--- config.mk ---
export PLATFORM = sky130hd
export DESIGN_NAME = temp_humidity_frame_decoder
export DESIGN_NICKNAME = d
export VERILOG_FILES = /design/src/design/thfd_pkg.sv /design/src/design/temp_humidity_frame_decoder.sv /design/src/design/thfd_frame_ctrl.sv /design/src/design/thfd_scale.sv
export VERILOG_INCLUDE_DIRS = /design/src /design/src/design
export SDC_FILE = /design/constraint.sdc
export NUM_CORES = 1
export LEC_CHECK = 0
export ABC_AREA = 1
export CORE_UTILIZATION = 35
export CTS_BUF_LIST = sky130_fd_sc_hd__clkbuf_2
export CTS_CLUSTER_SIZE = 24
export DETAILED_ROUTE_END_ITERATION = 16
export DONT_BUFFER_PORTS = 1
export GPL_ROUTABILITY_DRIVEN = 0
export SLEW_MARGIN = 20
export SYNTH_ARGS = -nofsm -noshare
export SYNTH_HDL_FRONTEND = slang
export SYNTH_SLANG_ARGS = --single-unit
--- constraint.sdc ---
create_clock -name clk -period 8.4 [get_ports clk]
set_input_delay 1.68 -clock clk [delete_from_list [all_inputs] [get_ports clk]]
set_output_delay 1.68 -clock clk [all_outputs]
set_load 0.01 [all_outputs]
--- src/design/assert_macros.svh ---
// Assertion helper macros for the sensor frame decoder.
// Uses the including module's clk and rst_n signals.
`ifndef ASSERT_MACROS_SVH
`define ASSERT_MACROS_SVH

// Same-cycle implication, checked outside reset.
`define TH_ASSERT_IMPL(lbl, ante, cons) \
  lbl: assert property (@(posedge clk) disable iff (!rst_n) (ante) |-> (cons)) \
    else $error("assertion failed");

// Next-cycle implication, checked outside reset.
`define TH_ASSERT_NEXT(lbl, ante, cons) \
  lbl: assert property (@(posedge clk) disable iff (!rst_n) (ante) |=> (cons)) \
    else $error("assertion failed");

`endif

--- src/design/thfd_pkg.sv ---
// Shared types, constants and the CRC-8 step function for the frame decoder.
// No dependencies.
package thfd_pkg;

  localparam logic [7:0] CRC_POLY = 8'h31;
  localparam logic [7:0] CRC_INIT = 8'hFF;

  // Byte positions within a six-byte frame.
  localparam logic [2:0] POS_T_HI  = 3'd0;
  localparam logic [2:0] POS_T_LO  = 3'd1;
  localparam logic [2:0] POS_T_CRC = 3'd2;
  localparam logic [2:0] POS_H_HI  = 3'd3;
  localparam logic [2:0] POS_H_LO  = 3'd4;
  localparam logic [2:0] POS_H_CRC = 3'd5;

  localparam logic [14:0] TEMP_SCALE  = 15'd17500;
  localparam logic [14:0] HUMID_SCALE = 15'd10000;
  localparam logic [14:0] TEMP_OFFSET = 15'd4500;

  typedef enum logic [1:0] {
    ST_OK        = 2'd0,
    ST_TEMP_CRC  = 2'd1,
    ST_HUMID_CRC = 2'd2
  } status_t;

  typedef struct packed {
    logic        last;        // current byte closes the frame
    status_t     status;
    logic [15:0] temp_word;
    logic [15:0] humid_word;
  } frame_info_t;

  function automatic logic [7:0] crc8_update(input logic [7:0] crc, input logic [7:0] b);
    logic [7:0] c;
    c = crc ^ b;
    for (int k = 0; k < 8; k++) begin
      c = c[7] ? ((c << 1) ^ CRC_POLY) : (c << 1);
    end
    return c;
  endfunction

endpackage

--- src/design/temp_humidity_frame_decoder.sv ---
// Top level of the sensor frame decoder: input register, frame tracker,
// scalers and result register. Depends on thfd_pkg, thfd_frame_ctrl, thfd_scale.
//
//   channel | handshake             | payload
//   --------+-----------------------+------------------------------------------
//   in      | in_valid / in_stall   | in_rx_byte[7:0], in_frame_start
//   out     | out_valid / out_stall | out_temp_centideg[14:0] (signed),
//           |                       | out_humid_centipct[13:0], out_frame_status
//
// One byte beat per cycle while the input is not stalled; a byte is held in the
// input register and its result in the result register, with the CRC update
// and the 16x15 scale multiply that sit between the two registers.
// Only the sixth byte of a frame makes a result beat; other bytes leave none.
// Reset (rst_n low, synchronous) empties both registers and returns the byte
// position to the frame start with the CRC at 0xFF.
// A stalled result holds; the input register still drains bytes that make
// no result, and stalls only when a closing byte meets a stalled result.
`include "assert_macros.svh"

module temp_humidity_frame_decoder (
  input  logic               clk,
  input  logic               rst_n,
  input  logic               in_valid,
  output logic               in_stall,
  input  logic [7:0]         in_rx_byte,
  input  logic               in_frame_start,
  output logic               out_valid,
  input  logic               out_stall,
  output logic signed [14:0] out_temp_centideg,
  output logic [13:0]        out_humid_centipct,
  output logic [1:0]         out_frame_status
);
  import thfd_pkg::*;

  // Input register.
  logic        s1_valid_r, s1_valid_nxt;
  logic [7:0]  s1_byte_r;
  logic        s1_start_r;

  // Result register.
  logic        out_valid_r, out_valid_nxt;
  logic [14:0] temp_r;
  logic [13:0] humid_r;
  status_t     status_r;

  frame_info_t info;
  logic        step;
  logic        out_free;
  logic        in_take;
  logic        frame_ok;
  logic [14:0] temp_q;
  logic [14:0] humid_q;

  // Advance the held byte unless it closes a frame and the result slot is busy.
  assign out_free = !out_valid_r || !out_stall;
  assign step     = s1_valid_r && (!info.last || out_free);
  assign in_stall = s1_valid_r && !step;
  assign in_take  = in_valid && !in_stall;

  thfd_frame_ctrl u_ctrl (
    .clk     (clk),
    .rst_n   (rst_n),
    .step_i  (step),
    .byte_i  (s1_byte_r),
    .start_i (s1_start_r),
    .info_o  (info)
  );

  thfd_scale u_temp_scale (
    .raw_i   (info.temp_word),
    .scale_i (TEMP_SCALE),
    .quot_o  (temp_q)
  );

  thfd_scale u_humid_scale (
    .raw_i   (info.humid_word),
    .scale_i (HUMID_SCALE),
    .quot_o  (humid_q)
  );

  assign frame_ok = (info.status == ST_OK);

  always_comb begin
    s1_valid_nxt = s1_valid_r;
    if (in_take) begin
      s1_valid_nxt = 1'b1;
    end else if (step) begin
      s1_valid_nxt = 1'b0;
    end
    out_valid_nxt = out_valid_r;
    if (step && info.last) begin
      out_valid_nxt = 1'b1;
    end else if (!out_stall) begin
      out_valid_nxt = 1'b0;
    end
  end

  always_ff @(posedge clk) begin
    if (!rst_n) begin
      s1_valid_r  <= 1'b0;
      out_valid_r <= 1'b0;
    end else begin
      s1_valid_r  <= s1_valid_nxt;
      out_valid_r <= out_valid_nxt;
    end
  end

  // Capture the byte beat.
  always_ff @(posedge clk) begin
    if (in_take) begin
      s1_byte_r  <= in_rx_byte;
      s1_start_r <= in_frame_start;
    end
  end

  // Load the result; a CRC failure zeroes both readings. The offset wraps in
  // 15 bits, which gives the signed centidegree value directly.
  always_ff @(posedge clk) begin
    if (step && info.last) begin
      temp_r   <= frame_ok ? (temp_q - TEMP_OFFSET) : 15'd0;
      humid_r  <= frame_ok ? humid_q[13:0] : 14'd0;
      status_r <= info.status;
    end
  end

  assign out_valid          = out_valid_r;
  assign out_temp_centideg  = signed'(temp_r);
  assign out_humid_centipct = humid_r;
  assign out_frame_status   = status_r;

  `TH_ASSERT_IMPL(a_stall_needs_byte, in_stall, s1_valid_r && info.last && out_valid_r)
  `TH_ASSERT_IMPL(a_bad_crc_zeroes, out_valid && (out_frame_status != ST_OK),
                  (out_temp_centideg == 15'sd0) && (out_humid_centipct == 14'd0))
  `TH_ASSERT_IMPL(a_humid_range, out_valid, out_humid_centipct <= 14'd10000)
  `TH_ASSERT_NEXT(a_result_after_close, step && info.last, out_valid)

endmodule

--- src/design/thfd_frame_ctrl.sv ---
// Frame tracker: byte position, running CRC and raw word holds.
// Depends on thfd_pkg.
module thfd_frame_ctrl (
  input  logic                  clk,
  input  logic                  rst_n,
  input  logic                  step_i,
  input  logic [7:0]            byte_i,
  input  logic                  start_i,
  output thfd_pkg::frame_info_t info_o
);
  import thfd_pkg::*;

  logic [2:0]  pos_r,   pos_nxt;
  logic [7:0]  crc_r,   crc_nxt;
  logic [7:0]  hi_r,    hi_nxt;
  logic [15:0] tword_r, tword_nxt;
  logic [15:0] hword_r, hword_nxt;
  logic        tgood_r, tgood_nxt;
  logic [2:0]  pos;
  logic        hum_ok;

  always_comb begin
    pos = start_i ? POS_T_HI : pos_r;
    if (pos > POS_H_CRC) begin
      pos = POS_T_HI;
    end
    hum_ok    = (byte_i == crc_r);
    crc_nxt   = crc_r;
    hi_nxt    = hi_r;
    tword_nxt = tword_r;
    hword_nxt = hword_r;
    tgood_nxt = tgood_r;
    case (pos)
      POS_T_HI, POS_H_HI: begin
        crc_nxt = crc8_update(CRC_INIT, byte_i);
        hi_nxt  = byte_i;
      end
      POS_T_LO: begin
        crc_nxt   = crc8_update(crc_r, byte_i);
        tword_nxt = {hi_r, byte_i};
      end
      POS_H_LO: begin
        crc_nxt   = crc8_update(crc_r, byte_i);
        hword_nxt = {hi_r, byte_i};
      end
      POS_T_CRC: begin
        tgood_nxt = (byte_i == crc_r);
        crc_nxt   = CRC_INIT;
      end
      default: begin
        crc_nxt = CRC_INIT;
      end
    endcase
    pos_nxt = (pos >= POS_H_CRC) ? POS_T_HI : pos + 3'd1;
  end

  always_comb begin
    info_o.last       = (pos == POS_H_CRC);
    info_o.temp_word  = tword_r;
    info_o.humid_word = hword_r;
    if (!tgood_r) begin
      info_o.status = ST_TEMP_CRC;
    end else if (!hum_ok) begin
      info_o.status = ST_HUMID_CRC;
    end else begin
      info_o.status = ST_OK;
    end
  end

  always_ff @(posedge clk) begin
    if (!rst_n) begin
      pos_r   <= POS_T_HI;
      crc_r   <= CRC_INIT;
      hi_r    <= '0;
      tword_r <= '0;
      hword_r <= '0;
      tgood_r <= 1'b0;
    end else if (step_i) begin
      pos_r   <= pos_nxt;
      crc_r   <= crc_nxt;
      hi_r    <= hi_nxt;
      tword_r <= tword_nxt;
      hword_r <= hword_nxt;
      tgood_r <= tgood_nxt;
    end
  end

endmodule

--- src/design/thfd_scale.sv ---
// Scaler: floor(scale * raw / 65535) by multiply, shift and one correction.
// Depends on nothing outside this file.
module thfd_scale (
  input  logic [15:0] raw_i,
  input  logic [14:0] scale_i,
  output logic [14:0] quot_o
);
  logic [30:0] prod;
  logic [14:0] q0;
  logic [16:0] rem;

  // p = q0*65536 + lo, so p - q0*65535 = lo + q0, which stays below 2*65535.
  always_comb begin
    prod   = 31'(raw_i) * 31'(scale_i);
    q0     = prod[30:16];
    rem    = {1'b0, prod[15:0]} + {2'b00, q0};
    quot_o = q0 + {14'd0, (rem >= 17'd65535)};
  end

endmodule

==> results.yml <==
grt:
  grt_util_met3_pct: 2.47
  met1_usage_pct: 22.5
  met2_usage_pct: 27.3
  grt_usage_pct: 16.4
  grt_max_degree: 52
  grt_remaining_overflow: 0
  grt_first_pass_wirelength_um: 47100
  busiest_layer: "met2"
  grt_pass1_vias: 9685
  antenna_found_initial: 1
layout:
  syn_to_final_growth_pct: 5.37
  drive_gt1_share_pct: 5.50
  fillers: 3554
  layout.cells.most_common_list: "inv_1 (366), nand2_1 (271), ha_1 (199), a21oi_1 (114), nor2_1 (95)"
  fin_nets: 1871
  fin_cells: 2031
  layout_commonest_cell: "inv_1"
  fin_area_mm2: 0.0127
drt:
  via_per_inst: 4.78
  wl_um: 27900
  vias: 9705
  drt_iter0_drc: 546
  wl_per_cell_um: 13.7
  antenna_left: 0
  drc: 0
  first_pass_iters: 5
setup_path:
  slowest_stage: "fa_1"
  reg2reg_to: "out_humid_centipct[10]$_SDFFCE_PP0P_"
  rrSetupSlack_ns: 0.64
  cp_data_required_time_ns: 8.84
  crit_path_start_kind: "flop"
  crit_buf_inv: 7
  cpPeakStageDelay_ns: 0.55
  crit_top_cell: "nand2_1"
  rr_startpoint: "u_ctrl.hword_r[4]$_SDFFE_PN0P_"
  crit_path_end_kind: "flop"
  reg2reg_depth: 41
  cp_max_fo: 5
  critPathKind: "reg -> reg"
  critical-path-top-delay-family: "adder cells"
  critical_path_arrival_ns: 8.19
yosys:
  synth_area_mm2: 0.0121
  synth_top_area_share_pct: 20.6
  synth-edff-count: 40
  avgSynthCellArea_um2: 7.62
  synth-seq-cells: 94
  synthCells: 1583
  synth_top_cell_by_area: "ha_1"
  ys.flop_type: "dfxtp_1"
  async_reset_ff_share_pct: 0
  ys_types: 51
  seq_area_frac_synth_pct: 18.9
  ys_warn_count: 0
  synth_area_leaders: "ha_1 (21%), fa_1 (14%), inv_1 (11%), edfxtp_1 (10%), dfxtp_1 (9.0%)"
  syn_nets: 1877
placed_design:
  pre_cts_ws_ns: 0.711
  io_buffers: 0
  placed_area_mm2: 0.0126
  dp_hpwl_um: 23900
  place_inst: 2014
sta:
  tns_ns: 0
  setup_ws_ns: 0.644
  hold_violations: 0
  fmax_ghz: 0.129
  slew_headroom_pct: 32.4
  drv_slew: 0
  worst_pin_slew_ns: 1.01
  finalCritPeriodShare_pct: 92.3
  min_period_ns: 7.76
  fin_skew_ns: 0.0669
  setup_violations: 0
  rsz0062_at_grt: "no"
  fin_hold_ws_ns: 0.517
die:
  core_mm2: 0.0337
  start_util_pct: 35.8
  die_h_um: 188
  fp.dieW_um: 188
  die-area_mm2: 0.0352
  rows: 67
  ios: 46
status:
  run_status: "finished clean"
power_and_ir_drop:
  cellPowerDensity_mw_per_mm2: 80.6
  p_leak_uw: 0.00693
  ir_drop_mv: 0.100
clock_tree:
  clk_pin_slew_worst_paths_ns: 0.30
  clk_latency_ns: 0.68
  root_buffer: "clkbuf_2"
  cts_sinks: 94
  cts_max_level: 3
  cts_tree: "built"
  cts-buffers-inserted: 9
  postCtsSetupBuffers: 0
  cts_max_path_buffers: 2
run:
  maxCapViolCount: 0
hold_path:
  worstHoldStart: "u_ctrl.pos_r[1]$_SDFFE_PN0P_"
  hold_class: "reg -> reg"
  hold_depth: 2
  holdPathEnd: "u_ctrl.pos_r[1]$_SDFFE_PN0P_"
## layer usage
metal  part of all wire [%]  wire [um]
met1                     51      14100
met5                      0          0
met2                     44      12400
met4                    1.4        386
met3                    3.4        935
## through the flow
step	util [%]	power [uW]
after floorplan	-	694
after global placement	37.3	744
after detailed placement	37.3	748
after CTS	37.7	1040
after global routing	37.7	1090
final	37.7	1020
## area by class of cell
cell class	count	area (um2)	area share, %
Multi-Input combinational cell	1100	8320	65.4
Sequential cell	94	2280	18.0
Inverter	369	1390	10.9
Tap cell	448	561	4.41
Clock inverter	6	93.8	0.738
Clock buffer	10	50.0	0.394
Timing Repair Buffer	3	22.5	0.177
Antenna cell	1	2.50	0.0197
## logic make-up after synthesis
logic type               count (synthesis)  share of synthesized area, %
AO/OA/AOI/OAI                          231                          10.5
XOR/XNOR                                59                          4.66
adder cells (fa/ha/maj)                281                          34.2
buffers and inverters                  389                          12.2
flip-flops                              94                          18.9
multiplexers                             1                        0.0933
AND/OR/NAND/NOR                        528                          19.4
## registers in the layout, summed over array words and instances, names as in the netlist, 2 cells and up
| name | flops |
|---|---|
| u_ctrl.hword_r | 16 |
| u_ctrl.crc_r | 8 |
| u_ctrl.pos_r | 3 |
| out_humid_centipct | 14 |
| out_temp_centideg | 15 |
| u_ctrl.hi_r | 8 |
| u_ctrl.tword_r | 16 |
| out_frame_status | 2 |
| s1_byte_r | 8 |
## cell usage after synthesis (2+ instances only)
cell type	count
inv_1	366
nand2_1	271
ha_1	199
a21oi_1	114
nor2_1	95
fa_1	82
o21ai_0	75
nand3_1	68
dfxtp_1	54
edfxtp_1	40
xor2_1	34
nand4_1	20
xnor2_1	19
nand2_2	18
nor3_1	13
clkbuf_1	11
nor2_2	10
or2_2	9
buf_2	7
nand3b_1	7
o22ai_1	6
o31ai_1	6
xor2_2	6
a21oi_2	5
nand3_2	5
o21a_1	5
inv_2	3
nor3_2	3
o211ai_1	3
a211oi_1	2
a31oi_1	2
and2_1	2
nor2_4	2
nor4_1	2
o2111ai_1	2
o21bai_1	2
## repair_timing
action                                  4_1_cts  5_1_grt
gates resized for setup                       0        1
hold buffers                                  0        0
endpoints found under the setup margin        0        2
hold endpoints to repair                      0        0
## worst max path at each step
stage                              startpoint                              endpoint  depth (start not counted)
4_1_cts        u_ctrl.hword_r[4]$_SDFFE_PN0P_  out_humid_centipct[10]$_SDFFCE_PP0P_                         41
2_1_floorplan  u_ctrl.hword_r[4]$_SDFFE_PN0P_  out_humid_centipct[10]$_SDFFCE_PP0P_                         41
5_1_grt        u_ctrl.hword_r[4]$_SDFFE_PN0P_  out_humid_centipct[12]$_SDFFCE_PP0P_                         42
3_3_place_gp   u_ctrl.hword_r[4]$_SDFFE_PN0P_  out_humid_centipct[12]$_SDFFCE_PP0P_                         41
6_report       u_ctrl.hword_r[4]$_SDFFE_PN0P_  out_humid_centipct[10]$_SDFFCE_PP0P_                         41
3_5_place_dp   u_ctrl.hword_r[4]$_SDFFE_PN0P_  out_humid_centipct[10]$_SDFFCE_PP0P_                         41
## where the power goes
group	leakage [uW]	switching, uW	total [uW]	internal, uW
clock network	0.0000888	180	284	104
registers	0.000747	17.3	505	488
logic	0.00610	146	235	89.5
## tightest hold or removal path: cells and delay by family (launching register included)
kind / cells / cell delay, ns
flip-flops: 1 / 0.39
AO/OA/AOI/OAI: 1 / 0.06
buffers and inverters: 1 / 0.07
Power figures use the tool's default switching activity.
